**src/hw/rtl/tsw_pkg.sv**
```systemverilog
// ----------------------------------------------------------------------------
// tsw_pkg: shared types and constants for the tick scheduler
// Item and result layouts, operation codes, and the command/status
// bundles that join the controller and the datapath.
// ----------------------------------------------------------------------------
package tsw_pkg;

  localparam int NUM_SLOTS_DEF   = 8;
  localparam int COUNT_WIDTH_DEF = 16;

  localparam int FUNC_W   = 2;
  localparam int BYTE_W   = 8;
  localparam int IDX_W    = 3;
  localparam int FIELD_W  = 16;
  localparam int MASK_W   = 8;

  // Operation codes carried in the func field
  localparam logic [FUNC_W-1:0] FUNC_TICK     = 2'd0;
  localparam logic [FUNC_W-1:0] FUNC_WRITE    = 2'd1;
  localparam logic [FUNC_W-1:0] FUNC_DISPATCH = 2'd2;

  localparam logic [BYTE_W-1:0] RUNS_MAX = 8'hFF;

  typedef struct packed {
    logic [FUNC_W-1:0]  func;
    logic               slave_watchdog;
    logic [BYTE_W-1:0]  ack_byte;
    logic [IDX_W-1:0]   slot_index;
    logic               slot_present;
    logic [FIELD_W-1:0] slot_delay;
    logic [FIELD_W-1:0] slot_period;
  } item_t;

  typedef struct packed {
    logic              lost_slave;
    logic [BYTE_W-1:0] tick_byte;
    logic [BYTE_W-1:0] ack_captured;
    logic [MASK_W-1:0] due_mask;
    logic [BYTE_W-1:0] run_count;
  } result_t;

  // Controller to datapath
  typedef struct packed {
    logic latch_in;
    logic tick_fail;
    logic tick_ok;
    logic write_slot;
    logic disp_read;
    logic walk_step;
    logic disp_finish;
    logic load_out;
  } ctrl_cmd_t;

  // Datapath to controller
  typedef struct packed {
    logic [FUNC_W-1:0] func;
    logic              halted;
    logic              wd_fail;
    logic              idx_ok;
    logic              walk_last;
  } ctrl_stat_t;

endpackage

```
**src/hw/rtl/tsw_item_if.sv**
```systemverilog
// ----------------------------------------------------------------------------
// tsw_item_if: input item channel
// Valid/ready handshake carrying one scheduler item.
// ----------------------------------------------------------------------------
interface tsw_item_if;
  logic            valid;
  logic            ready;
  tsw_pkg::item_t  data;

  modport source (output valid, output data, input ready);
  modport sink (input valid, input data, output ready);
endinterface

```
**src/hw/rtl/tsw_result_if.sv**
```systemverilog
// ----------------------------------------------------------------------------
// tsw_result_if: result item channel
// Valid/ready handshake carrying one scheduler result.
// ----------------------------------------------------------------------------
interface tsw_result_if;
  logic              valid;
  logic              ready;
  tsw_pkg::result_t  data;

  modport source (output valid, output data, input ready);
  modport sink (input valid, input data, output ready);
endinterface

```
**src/hw/rtl/tsw_dp.sv**
```systemverilog
// ----------------------------------------------------------------------------
// tsw_dp: scheduler datapath
// Holds the slot memory, valid bits, watchdog state, tick message register,
// walk counter and the result registers. Acts on controller commands.
// ----------------------------------------------------------------------------
module tsw_dp #(
  parameter int NUM_SLOTS   = tsw_pkg::NUM_SLOTS_DEF,
  parameter int COUNT_WIDTH = tsw_pkg::COUNT_WIDTH_DEF
) (
  input  logic                        clk,
  input  logic                        rst,
  input  tsw_pkg::item_t              in_data,
  input  logic                        cfg_wr_en,
  input  logic [tsw_pkg::BYTE_W-1:0]  cfg_wr_data,
  input  tsw_pkg::ctrl_cmd_t          cmd,
  output tsw_pkg::ctrl_stat_t         stat,
  output tsw_pkg::result_t            out_data
);

  localparam int SLOT_W = (NUM_SLOTS > 1) ? $clog2(NUM_SLOTS) : 1;
  localparam logic [SLOT_W-1:0] LAST_SLOT = SLOT_W'(NUM_SLOTS - 1);

  typedef struct packed {
    logic [COUNT_WIDTH-1:0]     cd;
    logic [COUNT_WIDTH-1:0]     reload;
    logic [tsw_pkg::BYTE_W-1:0] runs;
  } slot_t;

  slot_t                        mem [NUM_SLOTS];
  slot_t                        rd_data;
  slot_t                        wr_data;
  slot_t                        walk_entry;
  logic [SLOT_W-1:0]            rd_addr;
  logic [SLOT_W-1:0]            wr_addr;
  logic                         wr_en;

  tsw_pkg::item_t               item_q;
  logic [tsw_pkg::BYTE_W-1:0]   tick_message;
  logic                         halted;
  logic                         first_tick;
  logic                         wd_prev;
  logic [NUM_SLOTS-1:0]         valid;
  logic [SLOT_W-1:0]            cnt;

  logic [tsw_pkg::BYTE_W-1:0]   res_tick;
  logic [tsw_pkg::BYTE_W-1:0]   res_ack;
  logic [tsw_pkg::MASK_W-1:0]   res_due;
  logic [tsw_pkg::BYTE_W-1:0]   res_runs;

  logic [SLOT_W-1:0]            idx;
  logic                         walk_hit;
  logic                         due_now;
  logic [tsw_pkg::MASK_W-1:0]   due_bit;
  logic [tsw_pkg::BYTE_W-1:0]   disp_runs;

  assign idx       = SLOT_W'(item_q.slot_index);
  assign walk_hit  = valid[cnt];
  assign due_now   = (rd_data.cd == '0);
  assign disp_runs = valid[idx] ? rd_data.runs : '0;

  assign stat.func      = item_q.func;
  assign stat.halted    = halted;
  assign stat.wd_fail   = !first_tick && (wd_prev == item_q.slave_watchdog);
  assign stat.idx_ok    = (int'(item_q.slot_index) < NUM_SLOTS);
  assign stat.walk_last = (cnt == LAST_SLOT);

  // Bit of the due mask for the slot under walk; slots past 7 have none
  always_comb begin
    for (int i = 0; i < tsw_pkg::MASK_W; i++) begin
      due_bit[i] = (int'(cnt) == i);
    end
  end

  // Next contents of the slot under walk
  always_comb begin
    walk_entry = rd_data;
    if (due_now) begin
      if (rd_data.runs != tsw_pkg::RUNS_MAX) begin
        walk_entry.runs = rd_data.runs + 8'd1;
      end
      if (rd_data.reload != '0) begin
        walk_entry.cd = rd_data.reload;
      end
    end else begin
      walk_entry.cd = rd_data.cd - COUNT_WIDTH'(1);
    end
  end

  // Slot memory port selection
  always_comb begin
    rd_addr = '0;
    if (cmd.disp_read) begin
      rd_addr = idx;
    end else if (cmd.walk_step) begin
      rd_addr = cnt + SLOT_W'(1);
    end

    wr_en   = 1'b0;
    wr_addr = idx;
    wr_data = rd_data;
    if (cmd.write_slot) begin
      wr_en          = 1'b1;
      wr_data.cd     = item_q.slot_present ? COUNT_WIDTH'(item_q.slot_delay) : '0;
      wr_data.reload = item_q.slot_present ? COUNT_WIDTH'(item_q.slot_period) : '0;
      wr_data.runs   = '0;
    end else if (cmd.walk_step) begin
      wr_en   = walk_hit;
      wr_addr = cnt;
      wr_data = walk_entry;
    end else if (cmd.disp_finish) begin
      wr_en        = (disp_runs != '0);
      wr_data.runs = rd_data.runs - 8'd1;
    end
  end

  always_ff @(posedge clk) begin
    if (wr_en) begin
      mem[wr_addr] <= wr_data;
    end
    rd_data <= mem[rd_addr];
  end

  always_ff @(posedge clk) begin
    if (rst) begin
      tick_message <= '0;
      halted       <= 1'b0;
      first_tick   <= 1'b1;
      wd_prev      <= 1'b0;
      valid        <= '0;
      cnt          <= '0;
    end else begin
      if (cfg_wr_en) begin
        tick_message <= cfg_wr_data;
      end
      if (cmd.tick_fail) begin
        halted <= 1'b1;
      end
      if (cmd.tick_ok) begin
        first_tick <= 1'b0;
        wd_prev    <= item_q.slave_watchdog;
        cnt        <= '0;
      end
      if (cmd.walk_step) begin
        cnt <= cnt + SLOT_W'(1);
      end
      if (cmd.write_slot) begin
        valid[idx] <= item_q.slot_present;
      end
    end
  end

  always_ff @(posedge clk) begin
    if (cmd.latch_in) begin
      item_q   <= in_data;
      res_tick <= '0;
      res_ack  <= '0;
      res_due  <= '0;
      res_runs <= '0;
    end
    if (cmd.tick_ok) begin
      res_tick <= tick_message;
      res_ack  <= item_q.ack_byte;
    end
    if (cmd.walk_step && walk_hit && due_now) begin
      res_due <= res_due | due_bit;
    end
    if (cmd.disp_finish) begin
      res_runs <= disp_runs;
    end
    if (cmd.load_out) begin
      out_data.lost_slave   <= halted;
      out_data.tick_byte    <= res_tick;
      out_data.ack_captured <= res_ack;
      out_data.due_mask     <= res_due;
      out_data.run_count    <= res_runs;
    end
  end

`ifndef ASSERT_OFF
  a_halt_sticky: assert property (@(posedge clk) disable iff (rst)
    halted |=> halted)
    else $error("halt flag dropped without reset");

  a_fail_halts: assert property (@(posedge clk) disable iff (rst)
    cmd.tick_fail |=> halted && !first_tick)
    else $error("failed watchdog check did not halt");

  a_walk_advance: assert property (@(posedge clk) disable iff (rst)
    cmd.walk_step && !stat.walk_last |=> cnt == $past(cnt) + SLOT_W'(1))
    else $error("walk counter did not advance");
`endif

endmodule

```
**src/hw/rtl/tsw_ctrl.sv**
```systemverilog
// ----------------------------------------------------------------------------
// tsw_ctrl: scheduler controller
// One-hot sequencer: accept an item, decode it, walk slots, write one slot or
// read-modify-write one slot, then move the result into the output register.
// ----------------------------------------------------------------------------
module tsw_ctrl (
  input  logic                 clk,
  input  logic                 rst,
  input  logic                 in_valid,
  output logic                 in_ready,
  output logic                 out_valid,
  input  logic                 out_ready,
  input  tsw_pkg::ctrl_stat_t  stat,
  output tsw_pkg::ctrl_cmd_t   cmd
);

  typedef enum logic [4:0] {
    S_IDLE = 5'b00001,
    S_EXEC = 5'b00010,
    S_WALK = 5'b00100,
    S_DISP = 5'b01000,
    S_DONE = 5'b10000
  } state_t;

  state_t state;
  state_t state_next;

  assign in_ready = (state == S_IDLE);

  always_comb begin
    state_next = state;
    cmd        = '0;
    case (state)
      S_IDLE: begin
        if (in_valid) begin
          cmd.latch_in = 1'b1;
          state_next   = S_EXEC;
        end
      end
      S_EXEC: begin
        state_next = S_DONE;
        if (!stat.halted) begin
          case (stat.func)
            tsw_pkg::FUNC_TICK: begin
              if (stat.wd_fail) begin
                cmd.tick_fail = 1'b1;
              end else begin
                cmd.tick_ok = 1'b1;
                state_next  = S_WALK;
              end
            end
            tsw_pkg::FUNC_WRITE: begin
              cmd.write_slot = stat.idx_ok;
            end
            tsw_pkg::FUNC_DISPATCH: begin
              if (stat.idx_ok) begin
                cmd.disp_read = 1'b1;
                state_next    = S_DISP;
              end
            end
            default: begin
              state_next = S_DONE;
            end
          endcase
        end
      end
      S_WALK: begin
        cmd.walk_step = 1'b1;
        if (stat.walk_last) begin
          state_next = S_DONE;
        end
      end
      S_DISP: begin
        cmd.disp_finish = 1'b1;
        state_next      = S_DONE;
      end
      S_DONE: begin
        if (!out_valid || out_ready) begin
          cmd.load_out = 1'b1;
          state_next   = S_IDLE;
        end
      end
      default: begin
        state_next = S_IDLE;
      end
    endcase
  end

  always_ff @(posedge clk) begin
    if (rst) begin
      state     <= S_IDLE;
      out_valid <= 1'b0;
    end else begin
      state <= state_next;
      if (cmd.load_out) begin
        out_valid <= 1'b1;
      end else if (out_ready) begin
        out_valid <= 1'b0;
      end
    end
  end

`ifndef ASSERT_OFF
  a_accept_exec: assert property (@(posedge clk) disable iff (rst)
    in_valid && in_ready |=> state == S_EXEC)
    else $error("accepted item not decoded next cycle");

  a_walk_runs: assert property (@(posedge clk) disable iff (rst)
    state == S_WALK && !stat.walk_last |=> state == S_WALK)
    else $error("slot walk ended early");

  a_done_loads: assert property (@(posedge clk) disable iff (rst)
    state == S_DONE && !out_valid |=> out_valid && state == S_IDLE)
    else $error("result not moved into free output register");
`endif

endmodule

```
**src/hw/rtl/tick_scheduler_with_slave_watchdog_top.sv**
```systemverilog
// ----------------------------------------------------------------------------
// tick_scheduler_with_slave_watchdog_top: master tick engine with slave check
// Time-triggered scheduler tick engine: task slot load, dispatch and tick
// with a slave watchdog toggle check. Controller plus datapath.
// ----------------------------------------------------------------------------
// Each accepted item gives exactly one result item. A tick checks that the
// slave watchdog level toggled since the last tick (the first tick after reset
// only records it); a failed check halts the block for good, and every later
// item returns lost_slave = 1 with all other fields zero. A good tick returns
// the tick message and the acknowledge byte, then walks every slot, one per
// cycle through the slot memory's read and write ports, and reports the
// slots that became due in due_mask (slots 0 to 7 only). On the way to the
// output register, write, unused-code, halted and failed-tick items pass
// through decode only; a dispatch in range adds a slot update step and a good
// tick adds the slot walk. The next item is taken in the cycle after the
// result is loaded, even while that result still waits on out_ch. Slots come
// out of reset empty at once through per-slot valid bits; no clearing pass.
// Write tick_message through cfg_wr_en / cfg_wr_data only while the block is
// idle.
// ----------------------------------------------------------------------------
module tick_scheduler_with_slave_watchdog_top #(
  parameter int NUM_SLOTS   = tsw_pkg::NUM_SLOTS_DEF,
  parameter int COUNT_WIDTH = tsw_pkg::COUNT_WIDTH_DEF
) (
  input  logic                        clk,
  input  logic                        rst,
  tsw_item_if.sink                    in_ch,
  tsw_result_if.source                out_ch,
  input  logic                        cfg_wr_en,
  input  logic [tsw_pkg::BYTE_W-1:0]  cfg_wr_data
);

  // Command and status bundles between sequencer and datapath
  tsw_pkg::ctrl_cmd_t   cmd;
  tsw_pkg::ctrl_stat_t  stat;
  tsw_pkg::result_t     result;
  logic                 in_ready;
  logic                 out_valid;

  // Sequencer: owns the handshakes and the item phases
  tsw_ctrl u_ctrl (
    .clk       (clk),
    .rst       (rst),
    .in_valid  (in_ch.valid),
    .in_ready  (in_ready),
    .out_valid (out_valid),
    .out_ready (out_ch.ready),
    .stat      (stat),
    .cmd       (cmd)
  );

  // Datapath: slot memory, watchdog state, output register
  tsw_dp #(
    .NUM_SLOTS   (NUM_SLOTS),
    .COUNT_WIDTH (COUNT_WIDTH)
  ) u_dp (
    .clk         (clk),
    .rst         (rst),
    .in_data     (in_ch.data),
    .cfg_wr_en   (cfg_wr_en),
    .cfg_wr_data (cfg_wr_data),
    .cmd         (cmd),
    .stat        (stat),
    .out_data    (result)
  );

  assign in_ch.ready  = in_ready;
  assign out_ch.valid = out_valid;
  assign out_ch.data  = result;

endmodule

```
**src/flat_wrapper.sv**
```systemverilog
// flat-port wrapper written by rule: the top's interface ports become plain ports
module tick_scheduler_with_slave_watchdog_top_flat 
#(
  parameter int NUM_SLOTS   = tsw_pkg::NUM_SLOTS_DEF,
  parameter int COUNT_WIDTH = tsw_pkg::COUNT_WIDTH_DEF
)
  (clk, rst, cfg_wr_en, cfg_wr_data, in_ch_valid, in_ch_data, in_ch_ready, out_ch_valid, out_ch_data, out_ch_ready);
  tsw_item_if in_ch_i ();
  tsw_result_if out_ch_i ();
  input  logic clk;
  input  logic rst;
  input  logic cfg_wr_en;
  input  logic [tsw_pkg::BYTE_W-1:0] cfg_wr_data;
  input wire logic [$bits(in_ch_i.valid)-1:0] in_ch_valid;
  input wire logic [$bits(in_ch_i.data)-1:0] in_ch_data;
  output wire logic [$bits(in_ch_i.ready)-1:0] in_ch_ready;
  output wire logic [$bits(out_ch_i.valid)-1:0] out_ch_valid;
  output wire logic [$bits(out_ch_i.data)-1:0] out_ch_data;
  input wire logic [$bits(out_ch_i.ready)-1:0] out_ch_ready;
  assign in_ch_i.valid = in_ch_valid;
  assign in_ch_i.data = in_ch_data;
  assign in_ch_ready = in_ch_i.ready;
  assign out_ch_valid = out_ch_i.valid;
  assign out_ch_data = out_ch_i.data;
  assign out_ch_i.ready = out_ch_ready;
  tick_scheduler_with_slave_watchdog_top #(.NUM_SLOTS(NUM_SLOTS), .COUNT_WIDTH(COUNT_WIDTH)) u_core (.clk(clk), .rst(rst), .in_ch(in_ch_i), .out_ch(out_ch_i), .cfg_wr_en(cfg_wr_en), .cfg_wr_data(cfg_wr_data));
endmodule
```
**config.mk**
```make
export PLATFORM = sky130hd
export DESIGN_NAME = tick_scheduler_with_slave_watchdog_top_flat
export DESIGN_NICKNAME = d
export VERILOG_FILES = /design/src/hw/rtl/tsw_pkg.sv /design/src/hw/rtl/tsw_item_if.sv /design/src/hw/rtl/tsw_result_if.sv /design/src/hw/rtl/tsw_dp.sv /design/src/hw/rtl/tsw_ctrl.sv /design/src/hw/rtl/tick_scheduler_with_slave_watchdog_top.sv /design/src/flat_wrapper.sv
export SDC_FILE = /design/constraint.sdc
export NUM_CORES = 1
export LEC_CHECK = 0
export BUFFER_PORTS_ARGS = -buffer_cell sky130_fd_sc_hd__buf_2
export CAP_MARGIN = 20
export CORE_ASPECT_RATIO = 0.6
export CORE_MARGIN = 8
export CORE_UTILIZATION = 60
export DETAILED_ROUTE_END_ITERATION = 8
export PLACE_DENSITY_LB_ADDON = 0.12
export SYNTH_ARGS = -nofsm -noshare
export SYNTH_HDL_FRONTEND = slang
export SYNTH_SLANG_ARGS = --single-unit
```
**constraint.sdc**
```tcl
create_clock -name clk -period 11.25 [get_ports clk]
set_clock_uncertainty 0.15 [all_clocks]
set_input_delay 2.25 -clock clk [delete_from_list [all_inputs] [get_ports clk]]
set_output_delay 2.25 -clock clk [all_outputs]
set_load 0.005 [all_outputs]
```
==> key figures, run 1 <==
Route
  – Router iterations before antenna repair: 6
  – Number of vias per cell after detailed routing: roughly 6.6
  – Detailed-route wire length: 53,700 um
  – DRC viols: 0
  – Antenna viol nets, final: 0
  – Violation count after the first detailed-route iteration: 1,455
  – Vias after detailed routing: between 10,000 and 15,000
  – Per-cell routed wire length: between 20 and 30 um

STA
  – Max Fclk: 0.235 GHz
  – Share of the clock period used by the worst path: about 38%
  – Final total negative setup slack: 0 ns
  – Fin crit period: 4.26 ns
  – Final Worst Setup Slack: around 7 ns
  – Count of pins over their slew limit: 0
  – Final hold slack: around 0.27 ns
  – RSZ-0062 raised after global routing: no
  – Worst Tran Pin Value: 1.16 ns
  – Number of failing hold endpoints at the final stage: 0
  – Max-slew headroom at the worst pin: approximately 22%
  – Number of setup violations in the final report: 0

Synth
  – Number of enable flip-flop cells after synthesis: 432
  – Ys flop type: edfxtp_1
  – Dominant cell by count in the synthesized netlist: edfxtp_1
  – Post-synthesis sequential element count: 500
  – Count of synthesis-stage warnings from yosys: 0
  – Synth area leader: edfxtp_1
  – Number of nets produced by synthesis: roughly 1,500
  – Leading cell types by count after synthesis: 432 x edfxtp_1, 104 x nand2_1, 92 x and3_1, 92 x mux2i_1, 81 x nand3_1
  – Fraction of post-synthesis cell area in the top cell type by area: around 62%
  – Synth Cell Area: 20,800 um^2
  – Post-synthesis cell count: approximately 1,500
  – Per-instance average area after synthesis: roughly 14 um^2
  – Number of distinct library cells after synthesis: 76
  – Top area cells in the synthesized netlist: edfxtp_1 62%, dfxtp_1 6.5%, mux2i_1 4.4%, and3_1 2.8%, nand3_1 1.9%
  – Seq/Total Area, Yosys: 68.8%
  – Ys async rst share: 0%

Critical path
  – Required @ worst endpoint: 8.85 ns
  – Crit start category: register
  – Crit path DAT: around 1.9 ns
  – Worst path buffer plus inverter count: 2
  – Largest delay share family, worst path: simple AND/OR/NAND/NOR gates
  – Cell type of the slowest stage on the worst timing path: dfxtp_1
  – Category of the worst setup path capture point: output pin
  – Ordered cell list for the critical path: nor3_1 -> nand3b_1 -> inv_1 -> buf_2
  – Biggest cell delay along the critical path: 0.43 ns
  – Maximum fanout along the worst path: 10
  – Worst setup path class: reg2out

Place
  – Total cell area at the placement stage: 21,600 um^2
  – Cell Count Post-Placement: just under 2,000
  – Post-placement worst setup slack: 7.33 ns
  – PortBufs: 94
  – Detailed-placement wirelength estimate: 31,000 um
  – Global placer's final weighted congestion: 0.946

Clock network
  – Number of cells upsized or downsized after cts: 0
  – Longest Clk Path Bufs: 3
  – Htree depth: 2
  – Clock tree from TritonCTS: built
  – Post-CTS setup buffer count: 0
  – Clock transition at path regs: 0.06 ns
  – Clock Latency Late Sink: 0.58 ns
  – Number of sinks driven by the clock tree: 500
  – Cell at the root of the clock tree: clkbuf_16
  – Number of buffers inserted by hold repair at cts: 0
  – Inserted Clock Buffers: 45

Global routing
  – Total GRT Usage: between 20% and 30%
  – Remaining global-route overflow: 0
  – Number of global-route vias before repair: 12,800
  – Pin count of the biggest net entering global routing: 90
  – Global-route wire length before repair: 80,400 um
  – Number of antenna violations at the first check in global routing: 0

Cells and area
  – Final standard cell count with taps included and fillers excluded: 2,035
  – Area Overhead vs Synth: 10.8%
  – Post-layout utilization of the core: 66.7%
  – Area used by multi-input combinational logic: 6020 um^2
  – Filler cell count: ~2,500
  – Layout cells sized above 1: between 10% and 20%
  – Total area of sequential cells: 14,300 um^2
  – Final-stage net count: between 1,500 and 2,000
  – Design Area, Final: 23,100 um^2

Run
  – Max-cap violation count: 0

Run status
  – Run status: complete, no violations

Pwr
  – Power Density: 163 nW/um^2
  – Overall Power: 3.76 mW
  – Worst supply voltage drop on vdd: 0.000154 V
  – Static Leakage: 8.23 nW

Floorplanning
  – Floorplan die width: 257 um
  – Die area: 41,200 um^2
  – Initial Util: 60.2%
  – Placement Rows: 53
  – Core area: ~35,000 um^2
  – Top-Level Pins: 95
  – Y dimension of the die: about 160 um

Worst hold path
  – Path category of the worst min-delay check: reg2reg
## registers in the layout, summed over array words and instances (netlist names)
signal	cells
u_core.u_dp.mem	320
u_core.u_dp.res_due	8
u_core.u_ctrl.state	5
u_core.u_dp.out_data	33
u_core.u_dp.halted	1
u_core.u_dp.rd_data	40
u_core.u_dp.res_runs	8
u_core.u_dp.item_q	42
u_core.u_dp.wd_prev	1
u_core.u_dp.stat	2
u_core.u_ctrl.out_valid	1
u_core.u_dp.tick_message	8
u_core.u_dp.res_tick	8
u_core.u_dp.idx	3
u_core.u_dp.valid	8
u_core.u_dp.cnt	3
u_core.u_dp.first_tick	1
u_core.u_dp.res_ack	8
## cell type report
cell class	count	share of cell area [%]
Sequential cell	500	62.1
Inverter	15	0.244
Multi-Input combinational cell	849	26.1
Clock buffer	62	5.33
Clock inverter	21	0.715
Antenna cell	1	0.0108
Timing Repair Buffer	120	3.02
Tap cell	467	2.53
## final timing paths
| check | startpoint | to | slack [ns] | cells after the start |
|---|---|---|---|---|
| worst max register to register | u_core.u_ctrl.state[3] | u_core.u_dp.rd_data[25] | 7.42 | 7 |
| worst min-delay path | u_core.u_dp.res_ack[7] | u_core.u_dp.out_data[23] | 0.27 | 0 |
| worst min register to register | u_core.u_dp.res_ack[7] | u_core.u_dp.out_data[23] | 0.27 | 0 |
| worst max-delay path | u_core.u_ctrl.state[3] | in_ch_ready | 6.99 | 4 |
## kinds of logic (layout without fill, tap and decap cells)
group	after synthesis	in the layout	synth area share [%]
mux	96	96	4.74
compound gates	261	261	10.4
buf+inv	123	218	2.86
xor+xnor	3	3	0.126
flops	500	500	68.8
other cells	0	1	0
simple gates	479	479	12.6
fa+ha+maj	10	10	0.600
## placed cells by master, fill, tap and decap left out, types with 21 or more instances in the layout
master and n:
buf_2 94, and3_1 92, nand3_1 81, edfxtp_1 432, a211oi_1 21, and2_1 24, dfxtp_1 68, nor2_1 55
mux2i_1 92, nand2_1 104, buf_4 24, a21oi_1 30, clkbuf_16 45, o32ai_1 37, a221oi_2 22, o221ai_1 37
## per-layer routing
layer	wire, um	up-vias	GRT usage [%]
met5	0	-	0
met4	1100	0	6.49
met3	5160	91	5.08
met2	23300	724	37.2
met1	24100	6682	38.3
li1	-	5931	-
## where the power goes
group / internal, mW / leakage, nW / switching (mW)
Sequential: 2.08 / 4.50 / 0.0345
Clock: 0.798 / 0.680 / 0.675
Combinational: 0.0508 / 3.06 / 0.126
Note: power is estimated with default switching activity, not from simulation.
==> run 2, diff against run 1 <==
--- a/config.mk
+++ b/config.mk
@@ -9,7 +9,7 @@
 export CAP_MARGIN = 20
 export CORE_ASPECT_RATIO = 0.6
 export CORE_MARGIN = 8
-export CORE_UTILIZATION = 60
+export CORE_UTILIZATION = 55
 export DETAILED_ROUTE_END_ITERATION = 8
 export PLACE_DENSITY_LB_ADDON = 0.12
 export SYNTH_ARGS = -nofsm -noshare
==> constraint.sdc (replaced) <==
create_clock -name clk -period 3.54 [get_ports clk]
set_clock_uncertainty 0.15 [all_clocks]
set_input_delay 0.708 -clock clk [delete_from_list [all_inputs] [get_ports clk]]
set_output_delay 0.708 -clock clk [all_outputs]
set_load 0.005 [all_outputs]
==> run 2 against run 1 <==
  * Design area increased by 2.9%
  * Sequential power increased to 3.2 times the previous value
  * Hold slack got worse by 0.098 ns
  * Clock-buffer cell count decreased by 1
  * Global-route usage decreased by 0.21 points
  * First-iteration DRC count increased by 17%
  * Critical path type is now reg2reg
  * Sequential share of layout area decreased by 1.7 points
==> key figures, run 2 (synthesized netlist as in run 1, its figures left out) <==
STA
  – Final total negative setup slack: 0 ns (unchanged)
  – Share of the clock period used by the worst path: 93.4%
  – Max-slew headroom at the worst pin: 26.6% (+4.6 points)
  – Fin crit period: 3.31 ns
  – Number of setup violations in the final report: 0 (unchanged)
  – RSZ-0062 raised after global routing: no
  – Max Fclk: 0.303 GHz
  – Count of pins over their slew limit: 0 (unchanged)
  – Worst Tran Pin Value: 1.10 ns (-0.0591 ns)
  – Number of failing hold endpoints at the final stage: 0 (unchanged)

Global routing
  – Remaining global-route overflow: 0 (unchanged)
  – Pin count of the biggest net entering global routing: 85 (-5.6%)
  – Number of global-route vias before repair: 12,800 (-0.34%)
  – Total GRT Usage: 25.1% (-0.21 points)
  – Global-route wire length before repair: 83,900 um (+4.4%)
  – Number of antenna violations at the first check in global routing: 1 (+1)

Route
  – Antenna viol nets, final: 0 (unchanged)
  – Vias after detailed routing: 13,500 (+0.59%)
  – Per-cell routed wire length: 26.5 um (+0.32%)
  – Number of vias per cell after detailed routing: 6.31 (-4.4%)
  – Violation count after the first detailed-route iteration: 1,696 (+17%)
  – DRC viols: 0 (unchanged)
  – Router iterations before antenna repair: 6 (unchanged)
  – Detailed-route wire length: 56,600 um (+5.5%)

Floorplanning
  – Top-Level Pins: 95 (unchanged)
  – Y dimension of the die: 167 um (+4.0%)
  – Placement Rows: 55 (+3.8%)
  – Core area: 37,500 um^2 (+8.3%)
  – Floorplan die width: 267 um (+4.2%)
  – Die area: 44,600 um^2 (+8.3%)
  – Initial Util: 55.6% (-4.6 points)

Clock network
  – Htree depth: 2 (unchanged)
  – Clock Latency Late Sink: 0.56 ns (-0.02 ns)
  – Number of buffers inserted by hold repair at cts: 0 (unchanged)
  – Longest Clk Path Bufs: 3 (unchanged)
  – Clock transition at path regs: 0.07 ns (about the same)
  – Number of sinks driven by the clock tree: 500 (unchanged)
  – Clock tree from TritonCTS: built
  – Post-CTS setup buffer count: 0 (unchanged)
  – Number of cells upsized or downsized after cts: 0 (unchanged)
  – Cell at the root of the clock tree: clkbuf_16
  – Inserted Clock Buffers: 44 (-2.2%)

Pwr
  – Static Leakage: 8.64 nW (+4.9%)
  – Worst supply voltage drop on vdd: 0.000444 V (+190%)
  – Power Density: 505 nW/um^2 (+210%)

Cells and area
  – Most common cell after layout, fill and taps aside: edfxtp_1
  – Area Overhead vs Synth: 14.0%
  – Layout cells sized above 1: 19.5% (+3.4 points)
  – Most frequent cells in the layout: 432 x edfxtp_1, 104 x nand2_1, 94 x buf_2
  – Largest registers: u_core.u_dp.mem x320, u_core.u_dp.item_q x42, u_core.u_dp.rd_data x40
  – Design Area, Final: 23,800 um^2 (+2.9%)
  – Register bank with the most flops: u_core.u_dp.mem
  – Final-stage net count: 1,664 (+3.9%)
  – Flip-flop count of the largest register, all copies and words added: 320 (unchanged)
  – Final standard cell count with taps included and fillers excluded: 2,141 (+5.2%)
  – Filler cell count: 2,788 (+11%)

Critical path
  – Crit path DAT: 3.41 ns (+1.55 ns)
  – Category of the worst setup path capture point: register
  – Worst setup path class: reg2reg
  – Required @ worst endpoint: 3.65 ns (-5.20 ns)
  – Maximum fanout along the worst path: 23 (+13)
  – Crit start category: register

Run status
  – Run status: complete, no violations

Place
  – Global placer's final weighted congestion: 0.977 (+3.3%)
  – Detailed-placement wirelength estimate: 35,900 um (+16%)
  – PortBufs: 94 (unchanged)
  – Cell Count Post-Placement: 2,059 (+5.6%)
  – Total cell area at the placement stage: 22,400 um^2 (+3.3%)

Run
  – Max-cap violation count: 0 (unchanged)

Worst hold path
  – Path category of the worst min-delay check: in2reg
==> run 2: cell count changes in the layout (fill, tap and decap cells not counted), moves of 3 or more <==
cell | before | now
clkbuf_1 | 13 | 10
nor3_2 | 6 | 2
clkinv_2 | 8 | 14
clkinvlp_4 | 3 | 0
buf_4 | 24 | 77
buf_12 | 1 | 11
nor3_4 | 1 | 5
inv_6 | 3 | 0
==> run 2: worst max-delay path, cell delays in order, from the launching register on <==
cell      delay (ns)
dfxtp_1         0.32
or3_1           0.43
or4_1           0.55
a211oi_2        0.95
buf_4           0.29
nor2_4          0.05
buf_4           0.26
==> run 2: report_power, final <==
group          leakage, nW  total [mW]  switching, mW  internal (mW)
combinational         3.44       0.607          0.421          0.186
clock                0.696        4.67           2.07           2.61
sequential            4.50        6.71          0.110           6.60
==> run 2: through the flow <==
step | utilization [%] | hold WS (ns) | setup slack (ns) | power, mW
2_1_floorplan | - | 0.250 | -0.310 | 7.15
3_3_place_gp | 59.6 | 0.251 | 0.303 | 7.41
3_5_place_dp | 59.6 | 0.255 | 0.259 | 7.43
4_1_cts | 63.3 | 0.155 | 0.222 | 12.0
5_1_grt | 63.4 | 0.152 | 0.147 | 12.3
6_report | 63.4 | 0.171 | 0.235 | 12.0
==> run 2: per-layer routing <==
metal / wire [um] / global-route usage [%] / vias to the layer above
met5: 0 / 0 / -
met1: 25400 / 38.2 / 6693
li1: - / - / 6048
met3: 5880 / 6.60 / 88
met2: 24300 / 35.6 / 678
met4: 1120 / 5.78 / 0
==> run 2: worst paths after layout <==
path	startpoint	end	slack, ns	cells past startpoint
min reg2reg	u_core.u_dp.res_ack[7]	u_core.u_dp.out_data[23]	0.27	0
max reg2reg	u_core.u_dp.rd_data[2]	u_core.u_dp.mem[7][24]	0.23	6
max	u_core.u_dp.rd_data[2]	u_core.u_dp.mem[7][24]	0.23	6
min	in_ch_data[8]	u_core.u_dp.item_q[8]	0.17	1
==> run 2: final cells by class <==
class	instances	area, um^2	area share [%]
Sequential cell	500	14300	60.3
Multi-Input combinational cell	849	6060	25.5
Timing Repair Buffer	184	1280	5.40
Clock buffer	61	1250	5.24
Tap cell	513	642	2.70
Clock inverter	18	138	0.579
Inverter	15	56.3	0.237
Antenna cell	1	2.50	0.0105
